--- config.mk ---
export PLATFORM = sky130hd
export DESIGN_NAME = column_summary_statistics_unit
export DESIGN_NICKNAME = d
export VERILOG_FILES = /design/src/rtl/csu_pkg.sv /design/src/rtl/column_summary_statistics_unit.sv /design/src/rtl/csu_front.sv /design/src/rtl/csu_jobq.sv /design/src/rtl/csu_div.sv /design/src/rtl/csu_sqrt.sv /design/src/rtl/csu_back.sv
export VERILOG_INCLUDE_DIRS = /design/src /design/src/rtl
export SDC_FILE = /design/constraint.sdc
export NUM_CORES = 2
export LEC_CHECK = 0
export ABC_CLOCK_PERIOD_IN_PS = 24000
export BUFFER_PORTS_ARGS = -buffer_cell sky130_fd_sc_hd__buf_2
export CAP_MARGIN = 10
export CORE_AREA = 2 2 373 375
export CTS_BUF_LIST = sky130_fd_sc_hd__clkbuf_8
export DETAILED_ROUTE_END_ITERATION = 10
export DIE_AREA = 0 0 375 377
export PLACE_DENSITY = 0.81
export RECOVER_POWER = 25
export SYNTH_ARGS = -nofsm -noshare
export SYNTH_HDL_FRONTEND = slang
export SYNTH_SLANG_ARGS = --single-unit
export TNS_END_PERCENT = 100
--- constraint.sdc ---
create_clock -name clk -period 24 [get_ports clk]
set_clock_uncertainty 0.15 [all_clocks]
set_input_delay 1.2 -clock clk [delete_from_list [all_inputs] [get_ports clk]]
set_output_delay 1.2 -clock clk [all_outputs]
set_load 0.01 [all_outputs]
--- src/rtl/column_summary_statistics_unit_assert.svh ---
// Assertion macros for the column summary statistics unit.
// Used by modules that have clk and rst_n in scope; no other dependencies.
`ifndef COLUMN_SUMMARY_STATISTICS_UNIT_ASSERT_SVH
`define COLUMN_SUMMARY_STATISTICS_UNIT_ASSERT_SVH
`ifndef NO_ASSERTIONS
`define CSU_ASSERT_IMPL(name, ante, cons, msg) \
  name: assert property (@(posedge clk) disable iff (!rst_n) (ante) |-> (cons)) \
    else $error(msg);
`define CSU_ASSERT_NEXT(name, ante, cons, msg) \
  name: assert property (@(posedge clk) disable iff (!rst_n) (ante) |=> (cons)) \
    else $error(msg);
`else
`define CSU_ASSERT_IMPL(name, ante, cons, msg)
`define CSU_ASSERT_NEXT(name, ante, cons, msg)
`endif
`endif

--- src/rtl/csu_pkg.sv ---
// Shared types and constants of the column summary statistics unit.
// No dependencies.
`default_nettype none
package csu_pkg;

  localparam int SAMPLE_W = 24;
  localparam int SUM_W    = 36;
  localparam int SQ_W     = 59;
  localparam int CNT_W    = 13;
  localparam int PROD_W   = 47;
  localparam int VAL_W    = 25;
  localparam int RAD_W    = 48;
  localparam int ROOT_W   = 24;
  localparam int CFG_IDX_W  = 2;
  localparam int CFG_DATA_W = 1;

  localparam logic [CFG_IDX_W-1:0] REG_MEAN_EN  = 2'd0;
  localparam logic [CFG_IDX_W-1:0] REG_SDEV_EN  = 2'd1;
  localparam logic [CFG_IDX_W-1:0] REG_RANGE_EN = 2'd2;

  localparam logic [1:0] KIND_MEAN  = 2'd0;
  localparam logic [1:0] KIND_STDEV = 2'd1;
  localparam logic [1:0] KIND_RANGE = 2'd2;

  typedef struct packed {
    logic signed [SAMPLE_W-1:0] sample;
    logic                       column_end;
  } in_t;

  typedef struct packed {
    logic signed [VAL_W-1:0] stat_value;
    logic [1:0]              stat_kind;
    logic                    run_last;
  } out_t;

  typedef struct packed {
    logic signed [SUM_W-1:0]    sum;
    logic [SQ_W-1:0]            sumsq;
    logic signed [SAMPLE_W-1:0] lowest;
    logic signed [SAMPLE_W-1:0] highest;
    logic [CNT_W-1:0]           count;
    logic                       mean_en;
    logic                       sdev_en;
    logic                       range_en;
  } job_t;

  typedef struct packed {
    logic busy;
    logic done;
  } unit_stat_t;

endpackage
`default_nettype wire

--- src/rtl/column_summary_statistics_unit.sv ---
// Throughput: one sample per cycle while in_full is low; the back end handles one column at a
// time, running the bit-serial divider twice and then the square root.
// Two finished columns can wait in the job queue while samples keep flowing.
// Reset: rst_n synchronous, active low; enables set, totals cleared, queues emptied.
// Top level: front end, job queue and back end. Uses csu_pkg.
`default_nettype none
module column_summary_statistics_unit #(
  parameter int unsigned MAX_ROWS = 4096
) (
  input  wire logic                             clk,
  input  wire logic                             rst_n,
  input  wire logic                             in_push,
  output logic                                  in_full,
  input  wire csu_pkg::in_t                     in_data,
  output logic                                  out_empty,
  input  wire logic                             out_pop,
  output csu_pkg::out_t                         out_data,
  input  wire logic                             cfg_we,
  input  wire logic [csu_pkg::CFG_IDX_W-1:0]    cfg_index,
  input  wire logic [csu_pkg::CFG_DATA_W-1:0]   cfg_wdata
);

  logic          jq_push, jq_full, jq_pop, jq_empty;
  csu_pkg::job_t jq_wdata, jq_rdata;

  csu_front #(
    .MAX_ROWS (MAX_ROWS)
  ) u_front (
    .clk       (clk),
    .rst_n     (rst_n),
    .in_push   (in_push),
    .in_full   (in_full),
    .in_data   (in_data),
    .cfg_we    (cfg_we),
    .cfg_index (cfg_index),
    .cfg_wdata (cfg_wdata),
    .jq_push   (jq_push),
    .jq_data   (jq_wdata),
    .jq_full   (jq_full)
  );

  csu_jobq u_jobq (
    .clk   (clk),
    .rst_n (rst_n),
    .push  (jq_push),
    .wdata (jq_wdata),
    .full  (jq_full),
    .pop   (jq_pop),
    .rdata (jq_rdata),
    .empty (jq_empty)
  );

  csu_back u_back (
    .clk       (clk),
    .rst_n     (rst_n),
    .jq_rdata  (jq_rdata),
    .jq_empty  (jq_empty),
    .jq_pop    (jq_pop),
    .out_empty (out_empty),
    .out_pop   (out_pop),
    .out_data  (out_data)
  );

endmodule
`default_nettype wire

--- src/rtl/csu_front.sv ---
// Front end: takes samples, squares them and accumulates per-column totals.
// Holds the enable registers; hands a finished column to the job queue. Uses csu_pkg.
`default_nettype none
module csu_front #(
  parameter int unsigned MAX_ROWS = 4096
) (
  input  wire logic                             clk,
  input  wire logic                             rst_n,
  input  wire logic                             in_push,
  output logic                                  in_full,
  input  wire csu_pkg::in_t                     in_data,
  input  wire logic                             cfg_we,
  input  wire logic [csu_pkg::CFG_IDX_W-1:0]    cfg_index,
  input  wire logic [csu_pkg::CFG_DATA_W-1:0]   cfg_wdata,
  output logic                                  jq_push,
  output csu_pkg::job_t                         jq_data,
  input  wire logic                             jq_full
);

  localparam int CntW  = csu_pkg::CNT_W;
  localparam int SumW  = csu_pkg::SUM_W;
  localparam int SqW   = csu_pkg::SQ_W;
  localparam int SmpW  = csu_pkg::SAMPLE_W;
  localparam int ProdW = csu_pkg::PROD_W;
  localparam logic [CntW-1:0] MaxRowsC = CntW'(MAX_ROWS);

  logic mean_en_r, sdev_en_r, range_en_r;

  logic                   v_r, last_r;
  logic signed [SmpW-1:0] x_r;
  logic [ProdW-1:0]       sq_r;

  logic signed [SumW-1:0] sum_r, sum_nxt;
  logic [SqW-1:0]         sumsq_r, sumsq_nxt;
  logic signed [SmpW-1:0] lo_r, lo_nxt, hi_r, hi_nxt;
  logic [CntW-1:0]        cnt_r, cnt_nxt;

  logic                   stall, accept, step, take, first;
  logic signed [2*SmpW-1:0] prod;

  always_ff @(posedge clk) begin
    if (!rst_n) begin
      mean_en_r  <= 1'b1;
      sdev_en_r  <= 1'b1;
      range_en_r <= 1'b1;
    end else if (cfg_we) begin
      unique case (cfg_index)
        csu_pkg::REG_MEAN_EN:  mean_en_r  <= cfg_wdata[0];
        csu_pkg::REG_SDEV_EN:  sdev_en_r  <= cfg_wdata[0];
        csu_pkg::REG_RANGE_EN: range_en_r <= cfg_wdata[0];
        default: ;
      endcase
    end
  end

  assign stall   = v_r & last_r & jq_full;
  assign accept  = in_push & ~stall;
  assign in_full = stall;
  assign step    = v_r & ~stall;
  assign prod    = in_data.sample * in_data.sample;

  always_ff @(posedge clk) begin
    if (!rst_n) begin
      v_r    <= 1'b0;
      last_r <= 1'b0;
    end else if (accept) begin
      v_r    <= 1'b1;
      last_r <= in_data.column_end;
    end else if (!stall) begin
      v_r    <= 1'b0;
    end
  end

  always_ff @(posedge clk) begin
    if (accept) begin
      x_r  <= in_data.sample;
      sq_r <= prod[ProdW-1:0];
    end
  end

  assign take  = (cnt_r != MaxRowsC);
  assign first = (cnt_r == '0);

  always_comb begin
    sum_nxt   = sum_r;
    sumsq_nxt = sumsq_r;
    lo_nxt    = lo_r;
    hi_nxt    = hi_r;
    cnt_nxt   = cnt_r;
    if (step && take) begin
      sum_nxt   = sum_r + SumW'(x_r);
      sumsq_nxt = sumsq_r + SqW'(sq_r);
      cnt_nxt   = cnt_r + CntW'(1);
      lo_nxt    = (first || x_r < lo_r) ? x_r : lo_r;
      hi_nxt    = (first || x_r > hi_r) ? x_r : hi_r;
    end
  end

  always_ff @(posedge clk) begin
    if (!rst_n) begin
      sum_r   <= '0;
      sumsq_r <= '0;
      cnt_r   <= '0;
    end else if (step && last_r) begin
      sum_r   <= '0;
      sumsq_r <= '0;
      cnt_r   <= '0;
    end else begin
      sum_r   <= sum_nxt;
      sumsq_r <= sumsq_nxt;
      cnt_r   <= cnt_nxt;
    end
  end

  always_ff @(posedge clk) begin
    lo_r <= lo_nxt;
    hi_r <= hi_nxt;
  end

  assign jq_push = step & last_r;

  always_comb begin
    jq_data.sum      = sum_nxt;
    jq_data.sumsq    = sumsq_nxt;
    jq_data.lowest   = lo_nxt;
    jq_data.highest  = hi_nxt;
    jq_data.count    = cnt_nxt;
    jq_data.mean_en  = mean_en_r;
    jq_data.sdev_en  = sdev_en_r;
    jq_data.range_en = range_en_r;
  end

endmodule
`default_nettype wire

--- src/rtl/csu_jobq.sv ---
// Two-entry queue of finished column totals between front and back end.
// Uses csu_pkg::job_t.
`default_nettype none
module csu_jobq (
  input  wire logic          clk,
  input  wire logic          rst_n,
  input  wire logic          push,
  input  wire csu_pkg::job_t wdata,
  output logic               full,
  input  wire logic          pop,
  output csu_pkg::job_t      rdata,
  output logic               empty
);

  localparam int Depth = 2;
  localparam int PtrW  = $clog2(Depth);
  localparam int CntW  = $clog2(Depth + 1);

  csu_pkg::job_t   mem_r [Depth];
  logic [PtrW-1:0] wptr_r, rptr_r;
  logic [CntW-1:0] cnt_r;

  assign full  = (cnt_r == CntW'(Depth));
  assign empty = (cnt_r == '0);
  assign rdata = mem_r[rptr_r];

  always_ff @(posedge clk) begin
    if (push) begin
      mem_r[wptr_r] <= wdata;
    end
  end

  always_ff @(posedge clk) begin
    if (!rst_n) begin
      wptr_r <= '0;
      rptr_r <= '0;
      cnt_r  <= '0;
    end else begin
      if (push) begin
        wptr_r <= wptr_r + PtrW'(1);
      end
      if (pop) begin
        rptr_r <= rptr_r + PtrW'(1);
      end
      cnt_r <= cnt_r + CntW'(push) - CntW'(pop);
    end
  end

endmodule
`default_nettype wire

--- src/rtl/csu_div.sv ---
// Bit-serial restoring divider, one quotient bit per cycle.
// Unsigned dividend by unsigned count; zero divisor acts as one. Uses csu_pkg.
`default_nettype none
module csu_div (
  input  wire logic                        clk,
  input  wire logic                        rst_n,
  input  wire logic                        start,
  input  wire logic [csu_pkg::SQ_W-1:0]    dividend,
  input  wire logic [csu_pkg::CNT_W-1:0]   divisor,
  output csu_pkg::unit_stat_t              stat,
  output logic [csu_pkg::SQ_W-1:0]         quot,
  output logic [csu_pkg::CNT_W-1:0]        rem
);

  localparam int DvdW  = csu_pkg::SQ_W;
  localparam int DenW  = csu_pkg::CNT_W;
  localparam int StepW = $clog2(DvdW);

  logic [DvdW-1:0]  dvd_r;
  logic [DenW-1:0]  den_r, rem_r;
  logic [StepW-1:0] cnt_r;
  logic             busy_r, done_r;
  logic [DenW:0]    sh;
  logic             ge;

  assign sh = {rem_r, dvd_r[DvdW-1]};
  assign ge = (sh >= {1'b0, den_r});

  always_ff @(posedge clk) begin
    if (!rst_n) begin
      busy_r <= 1'b0;
      done_r <= 1'b0;
      cnt_r  <= '0;
    end else if (start) begin
      busy_r <= 1'b1;
      done_r <= 1'b0;
      cnt_r  <= StepW'(DvdW - 1);
    end else if (busy_r) begin
      cnt_r <= cnt_r - StepW'(1);
      if (cnt_r == '0) begin
        busy_r <= 1'b0;
        done_r <= 1'b1;
      end
    end else begin
      done_r <= 1'b0;
    end
  end

  always_ff @(posedge clk) begin
    if (start) begin
      dvd_r <= dividend;
      den_r <= (divisor == '0) ? DenW'(1) : divisor;
      rem_r <= '0;
    end else if (busy_r) begin
      dvd_r <= {dvd_r[DvdW-2:0], ge};
      rem_r <= ge ? DenW'(sh - {1'b0, den_r}) : sh[DenW-1:0];
    end
  end

  assign stat.busy = busy_r;
  assign stat.done = done_r;
  assign quot      = dvd_r;
  assign rem       = rem_r;

endmodule
`default_nettype wire

--- src/rtl/csu_sqrt.sv ---
// Digit-by-digit floor square root, one root bit per cycle.
// Uses csu_pkg for widths and the status struct.
`default_nettype none
module csu_sqrt (
  input  wire logic                         clk,
  input  wire logic                         rst_n,
  input  wire logic                         start,
  input  wire logic [csu_pkg::RAD_W-1:0]    radicand,
  output csu_pkg::unit_stat_t               stat,
  output logic [csu_pkg::ROOT_W-1:0]        root
);

  localparam int RadW  = csu_pkg::RAD_W;
  localparam int RootW = csu_pkg::ROOT_W;
  localparam int RemW  = RootW + 2;
  localparam int StepW = $clog2(RootW);

  logic [RadW-1:0]  rad_r;
  logic [RemW-1:0]  rem_r;
  logic [RootW-1:0] root_r;
  logic [StepW-1:0] cnt_r;
  logic             busy_r, done_r;
  logic [RemW+1:0]  sh, trial;
  logic             ge;

  assign sh    = {rem_r, rad_r[RadW-1:RadW-2]};
  assign trial = {2'b00, root_r, 2'b01};
  assign ge    = (sh >= trial);

  always_ff @(posedge clk) begin
    if (!rst_n) begin
      busy_r <= 1'b0;
      done_r <= 1'b0;
      cnt_r  <= '0;
    end else if (start) begin
      busy_r <= 1'b1;
      done_r <= 1'b0;
      cnt_r  <= StepW'(RootW - 1);
    end else if (busy_r) begin
      cnt_r <= cnt_r - StepW'(1);
      if (cnt_r == '0) begin
        busy_r <= 1'b0;
        done_r <= 1'b1;
      end
    end else begin
      done_r <= 1'b0;
    end
  end

  always_ff @(posedge clk) begin
    if (start) begin
      rad_r  <= radicand;
      rem_r  <= '0;
      root_r <= '0;
    end else if (busy_r) begin
      rad_r  <= {rad_r[RadW-3:0], 2'b00};
      rem_r  <= ge ? RemW'(sh - trial) : RemW'(sh);
      root_r <= {root_r[RootW-2:0], ge};
    end
  end

  assign stat.busy = busy_r;
  assign stat.done = done_r;
  assign root      = root_r;

endmodule
`default_nettype wire

--- src/rtl/csu_back.sv ---
// Back end: per column computes mean, variance and its root, range, and
// queues the enabled results. Uses csu_pkg, csu_div, csu_sqrt and the assert macros.
`default_nettype none
`include "column_summary_statistics_unit_assert.svh"
module csu_back (
  input  wire logic          clk,
  input  wire logic          rst_n,
  input  wire csu_pkg::job_t jq_rdata,
  input  wire logic          jq_empty,
  output logic               jq_pop,
  output logic               out_empty,
  input  wire logic          out_pop,
  output csu_pkg::out_t      out_data
);

  localparam int SumW  = csu_pkg::SUM_W;
  localparam int SqW   = csu_pkg::SQ_W;
  localparam int SmpW  = csu_pkg::SAMPLE_W;
  localparam int ProdW = csu_pkg::PROD_W;
  localparam int ValW  = csu_pkg::VAL_W;
  localparam int RadW  = csu_pkg::RAD_W;
  localparam int RootW = csu_pkg::ROOT_W;
  localparam int CntW  = csu_pkg::CNT_W;
  localparam int ChkW  = 2 * RootW + 2;
  localparam int ODepth = 4;
  localparam int OPtrW  = $clog2(ODepth);
  localparam int OCntW  = $clog2(ODepth + 1);

  typedef enum logic [5:0] {
    S_IDLE = 6'b000001,
    S_DSUM = 6'b000010,
    S_DSQ  = 6'b000100,
    S_VAR  = 6'b001000,
    S_SQRT = 6'b010000,
    S_EMIT = 6'b100000
  } state_t;

  state_t state_r, state_nxt;
  logic [1:0] kind_r, kind_nxt;

  csu_pkg::job_t          job_r;
  logic signed [SmpW-1:0] mean_r, mean_c;
  logic [ProdW-1:0]       msq_r, var_r, var_c;
  logic signed [ValW-1:0] range_r;

  csu_pkg::unit_stat_t div_stat, sqrt_stat;
  logic                div_start, sqrt_start, dsum_done;
  logic [SqW-1:0]      div_dividend, div_quot;
  logic [CntW-1:0]     div_divisor, div_rem;
  logic [RootW-1:0]    sqrt_root;
  logic [RootW:0]      root_up;
  logic [ChkW-1:0]     root_sq, root_up_sq;

  logic [SumW-1:0]        sum_bits, sum_mag;
  logic [SmpW:0]          m_mag, m_neg;
  logic signed [2*SmpW-1:0] msq_prod;
  logic [ProdW:0]         vdiff;

  logic                   en, is_last, ofull, opush, opop, advance;
  logic signed [ValW-1:0] val;
  csu_pkg::out_t          ow;

  csu_pkg::out_t   omem_r [ODepth];
  logic [OPtrW-1:0] owptr_r, orptr_r;
  logic [OCntW-1:0] ocnt_r;

  csu_div u_div (
    .clk      (clk),
    .rst_n    (rst_n),
    .start    (div_start),
    .dividend (div_dividend),
    .divisor  (div_divisor),
    .stat     (div_stat),
    .quot     (div_quot),
    .rem      (div_rem)
  );

  csu_sqrt u_sqrt (
    .clk      (clk),
    .rst_n    (rst_n),
    .start    (sqrt_start),
    .radicand (RadW'(var_c)),
    .stat     (sqrt_stat),
    .root     (sqrt_root)
  );

  assign sum_bits  = jq_rdata.sum;
  assign sum_mag   = sum_bits[SumW-1] ? (~sum_bits + SumW'(1)) : sum_bits;
  assign jq_pop    = (state_r == S_IDLE) && !jq_empty;
  assign dsum_done = (state_r == S_DSUM) && div_stat.done;

  always_comb begin
    div_start    = 1'b0;
    div_dividend = SqW'(sum_mag);
    div_divisor  = jq_rdata.count;
    if (jq_pop) begin
      div_start = 1'b1;
    end else if (dsum_done) begin
      div_start    = 1'b1;
      div_dividend = job_r.sumsq;
      div_divisor  = job_r.count;
    end
  end

  // floor division of a negative sum rounds the magnitude up
  assign m_mag  = div_quot[SmpW:0] + (SmpW + 1)'(div_rem != '0);
  assign m_neg  = ~m_mag + (SmpW + 1)'(1);
  assign mean_c = job_r.sum[SumW-1] ? m_neg[SmpW-1:0] : div_quot[SmpW-1:0];

  assign msq_prod = mean_r * mean_r;
  assign vdiff    = {1'b0, div_quot[ProdW-1:0]} - {1'b0, msq_r};
  assign var_c    = vdiff[ProdW] ? '0 : vdiff[ProdW-1:0];
  assign sqrt_start = (state_r == S_VAR);

  assign root_up    = {1'b0, sqrt_root} + (RootW + 1)'(1);
  assign root_sq    = ChkW'(sqrt_root * sqrt_root);
  assign root_up_sq = ChkW'(root_up * root_up);

  always_comb begin
    case (kind_r)
      csu_pkg::KIND_MEAN: begin
        en      = job_r.mean_en;
        val     = ValW'(mean_r);
        is_last = !job_r.sdev_en && !job_r.range_en;
      end
      csu_pkg::KIND_STDEV: begin
        en      = job_r.sdev_en;
        val     = ValW'({1'b0, sqrt_root});
        is_last = !job_r.range_en;
      end
      default: begin
        en      = job_r.range_en;
        val     = range_r;
        is_last = 1'b1;
      end
    endcase
  end

  assign ofull   = (ocnt_r == OCntW'(ODepth));
  assign opush   = (state_r == S_EMIT) && en && !ofull;
  assign advance = (state_r == S_EMIT) && (!en || !ofull);

  always_comb begin
    state_nxt = state_r;
    kind_nxt  = kind_r;
    unique case (state_r)
      S_IDLE: if (!jq_empty) state_nxt = S_DSUM;
      S_DSUM: if (div_stat.done) state_nxt = S_DSQ;
      S_DSQ:  if (div_stat.done) state_nxt = S_VAR;
      S_VAR:  state_nxt = S_SQRT;
      S_SQRT: begin
        if (sqrt_stat.done) begin
          state_nxt = S_EMIT;
          kind_nxt  = csu_pkg::KIND_MEAN;
        end
      end
      S_EMIT: begin
        if (advance) begin
          unique case (kind_r)
            csu_pkg::KIND_MEAN:  kind_nxt = csu_pkg::KIND_STDEV;
            csu_pkg::KIND_STDEV: kind_nxt = csu_pkg::KIND_RANGE;
            default:             state_nxt = S_IDLE;
          endcase
        end
      end
      default: state_nxt = S_IDLE;
    endcase
  end

  always_ff @(posedge clk) begin
    if (!rst_n) begin
      state_r <= S_IDLE;
      kind_r  <= csu_pkg::KIND_MEAN;
    end else begin
      state_r <= state_nxt;
      kind_r  <= kind_nxt;
    end
  end

  always_ff @(posedge clk) begin
    msq_r <= msq_prod[ProdW-1:0];
    if (jq_pop) begin
      job_r   <= jq_rdata;
      range_r <= ValW'(jq_rdata.highest) - ValW'(jq_rdata.lowest);
    end
    if (dsum_done) begin
      mean_r <= mean_c;
    end
    if (sqrt_start) begin
      var_r <= var_c;
    end
  end

  always_comb begin
    ow.stat_value = val;
    ow.stat_kind  = kind_r;
    ow.run_last   = is_last;
  end

  assign opop      = out_pop && (ocnt_r != '0);
  assign out_empty = (ocnt_r == '0);
  assign out_data  = omem_r[orptr_r];

  always_ff @(posedge clk) begin
    if (opush) begin
      omem_r[owptr_r] <= ow;
    end
  end

  always_ff @(posedge clk) begin
    if (!rst_n) begin
      owptr_r <= '0;
      orptr_r <= '0;
      ocnt_r  <= '0;
    end else begin
      if (opush) begin
        owptr_r <= owptr_r + OPtrW'(1);
      end
      if (opop) begin
        orptr_r <= orptr_r + OPtrW'(1);
      end
      ocnt_r <= ocnt_r + OCntW'(opush) - OCntW'(opop);
    end
  end

  `CSU_ASSERT_IMPL(a_ofifo_room, opush, ocnt_r != OCntW'(ODepth), "result pushed into full queue")
  `CSU_ASSERT_IMPL(a_mean_fits, dsum_done, div_quot[SqW-1:SmpW+1] == '0, "mean out of range")
  `CSU_ASSERT_IMPL(a_root_low, sqrt_stat.done, root_sq <= ChkW'(var_r), "root too large")
  `CSU_ASSERT_IMPL(a_root_high, sqrt_stat.done, root_up_sq > ChkW'(var_r), "root too small")
  `CSU_ASSERT_NEXT(a_job_starts_div, jq_pop, div_stat.busy && (state_r == S_DSUM), "divider idle")

endmodule
`default_nettype wire
==> flow_metrics.py <==
metrics = {
    "drt": {
        "via_per_inst": 5.784,
        "ant_nets": 0,
        "drt_iter0_drc": 4580,
        "first_pass_iters": 6,
        "routedWlPerCell_um": 20.20,
        "drt-total-wl_mm": 207.5,
        "vias": 59420,
        "drcViolationCount": 0,
    },
    "synthesis": {
        "synth_seq_area_share": 0.3216,
        "ys_warn_count": 0,
        "syn_nets": 9998,
        "yosysTopAreaCellShare": 0.2519,
        "synth_top_flop_cell": "edfxtp_1",
        "synthArstFlopShare": 0,
        "synthTopCellsByArea": "edfxtp_1 25%, fa_1 25%, ha_1 7.7%",
        "synth-edff-count": 743,
        "avgSynthCellArea_sq_um": 10.64,
        "synth-seq-cells": 1051,
        "synthCells": 8324,
        "yosysTopAreaCell": "edfxtp_1",
        "synth_area_sq_mm": 0.08856,
        "synthDistinctLibCells": 124,
    },
    "timing": {
        "setup_viol": 0,
        "rsz0062_at_grt": "false",
        "slew_viol_final": 1206,
        "period_minus_slack_ns": 9.697,
        "hold-worst-slack_ns": 0.3222,
        "slew_headroom": -5.285,
        "setup-tns-final_ns": 0,
        "tightest_slew_ns": 9.427,
        "post-route-period-util": 0.4040,
        "clock.fmax_mhz": 103.1,
        "hold_violations": 0,
    },
    "clock_network": {
        "htree_levels": 4,
        "cts_hold_buf": 0,
        "clockBufferDepth": 3,
        "cts-resized-gates": 0,
        "clock_latency_ns": 0.87,
        "post-cts-setup-buffers": 0,
        "path_clk_slew_ns": 0.06,
        "tritoncts": "done",
        "cts_inserted_buffers": 166,
        "cts-root-buf": "clkbuf_8",
        "clock_sinks": 1051,
    },
    "grt": {
        "grt_pass1_wl_mm": 333.2,
        "antenna_found_initial": 3,
        "grt.total_usage": 0.3006,
        "grt_pass1_vias": 62810,
        "grt_max_degree": 158,
        "grt_overflow": 0,
    },
    "setup_path": {
        "crit_arrival_ns": 10.12,
        "ff2ff_setup_slack_ns": 14.80,
        "crit_required_ns": 24.42,
        "critPathLaunch": "in_data[9]",
        "timing.rr.start": "u_back.mean_r[0]",
        "start_kind": "input port",
        "path_max_fanout": 24,
        "cp-end-kind": "flip-flop",
        "worst-setup-path-type": "input port to flip-flop",
        "max_stage_delay_ns": 1.42,
        "reg2reg_depth": 24,
        "cp-endpoint": "u_front.sq_r[27]",
        "r2r-end": "u_back.msq_r[43]",
        "slowest_stage": "clkbuf_1",
        "cpMostUsedCell": "inv_1",
    },
    "placed_design": {
        "portBuffers": 62,
        "dp_hpwl_mm": 156.6,
        "place_congestion": 0.9355,
    },
    "floorplanning": {
        "die_area_sq_mm": 0.1414,
        "die_width_um": 375,
        "dieHeight_um": 377,
        "core.rowCount": 136,
        "initial_core_util": 0.6465,
        "io_pins": 63,
        "core_sq_mm": 0.1370,
    },
    "cells_and_area": {
        "mostFrequentLayoutCell": "inv_1",
        "final_cell_mix": "1,604 x inv_1, 1,097 x fa_1, 759 x nand2_1",
        "layout-drive-gt1-share": 0.07267,
        "area_delta_synth_final_pct": 6.055,
        "layout.nets": 10010,
        "utilization": 0.6857,
    },
    "status": {
        "status": "finished with violations",
        "violations": "max-capacitance violations, max-slew violations",
    },
    "job": {
        "cap_violations": 32,
    },
    "min_path": {
        "hold_path_class": "flip-flop to flip-flop",
    },
}
==> registers in the layout, indices dropped and copies added, names as in the netlist, 13 cells and up, named ones only <==
signal	flops
u_back.u_div.quot	59
u_front.sum_r	36
u_front.hi_r	24
u_front.cnt_r	13
u_front.sq_r	46
u_back.u_sqrt.rem_r	26
u_jobq.mem_r	318
u_back.job_r	76
u_back.msq_r	46
u_back.mean_r	24
u_back.omem_r	112
u_back.u_div.den_r	13
u_front.lo_r	24
u_back.range_r	25
u_back.u_div.rem	13
u_front.sumsq_r	59
u_front.x_r	23
u_back.u_sqrt.rad_r	48
u_back.u_sqrt.root	24
==> area by class of cell <==
cell class	count	area, sq um
Clock inverter	114	810.8
Fill cell	9855	43060
Sequential cell	1051	28480
Antenna cell	1	2.502
Clock buffer	198	2725
Timing Repair Buffer	126	730.7
Tap cell	1794	2245
Multi-Input combinational cell	5443	53130
Inverter	1545	5803
==> layer usage <==
metal  wire (um)  up-vias  track usage  share of wire
li1            -    27190            -              -
met1       83330    29590       0.3910           0.40
met2      100800     2155       0.5066           0.49
met3       14370      486      0.04481          0.069
met4        8994        0       0.1259          0.043
met5           0        -            0              0
==> synth_stat cells, types with 78 or more instances <==
cell	n
inv_1	1544
fa_1	1097
nand2_1	759
edfxtp_1	743
ha_1	544
nor2_1	335
a21oi_1	312
dfxtp_1	308
and2_1	298
o21ai_0	271
xnor2_1	249
clkbuf_1	219
a21o_1	168
mux2_2	153
xor2_1	137
mux2i_1	124
nor2b_1	83
nand3_1	78
==> worst max-delay path, delay by kind of cell <==
| family | cells | cell delay [ns] |
|---|---|---|
| and+or+nand+nor | 2 | 0.40 |
| muxes | 1 | 0.23 |
| buffers and inverters | 10 | 2.47 |
| AOI/OAI and AO/OA | 8 | 1.76 |
| adders and majority gates | 8 | 4.01 |
==> worst min-delay path by stage <==
stage | start | end | slack [ns] | cells after the start
finish | u_front.mean_en_r | u_jobq.mem_r[0][2] | 0.32 | 0
global route | u_front.sum_r[11] | u_front.sum_r[11] | 0.36 | 2
CTS | u_front.sdev_en_r | u_jobq.mem_r[0][1] | 0.33 | 0
detailed placement | u_front.sdev_en_r | u_jobq.mem_r[1][1] | 0.31 | 0
global placement | u_front.sdev_en_r | u_jobq.mem_r[1][1] | 0.31 | 0
floorplan | u_front.range_en_r | u_jobq.mem_r[0][0] | 0.27 | 0
==> per-stage QoR <==
stage	instances	worst slack, ns	instance area, sq um
finish	10270	14.30	93920
global route	10270	14.12	93920
CTS	10270	15.45	94030
detailed placement	9959	14.72	90500
global placement	9959	14.93	90500
floorplan	8324	11.60	88560
==> logic make-up (layout without fill, tap and decap cells) <==
group	count (synthesis)	after routing	share of synthesized area
xor gates and xnor gates	386	386	0.03817
adders and majority gates	1641	1641	0.3248
AOI/OAI and AO/OA	1195	1195	0.08891
buffers and inverters	1830	1983	0.07906
muxes	320	320	0.04309
other	0	1	0
and+or+nand+nor	1901	1901	0.1044
DFF	1051	1051	0.3216
Power is not shown: default switching activity piles up to over one toggle a cycle in this logic, so the estimate is an artifact.
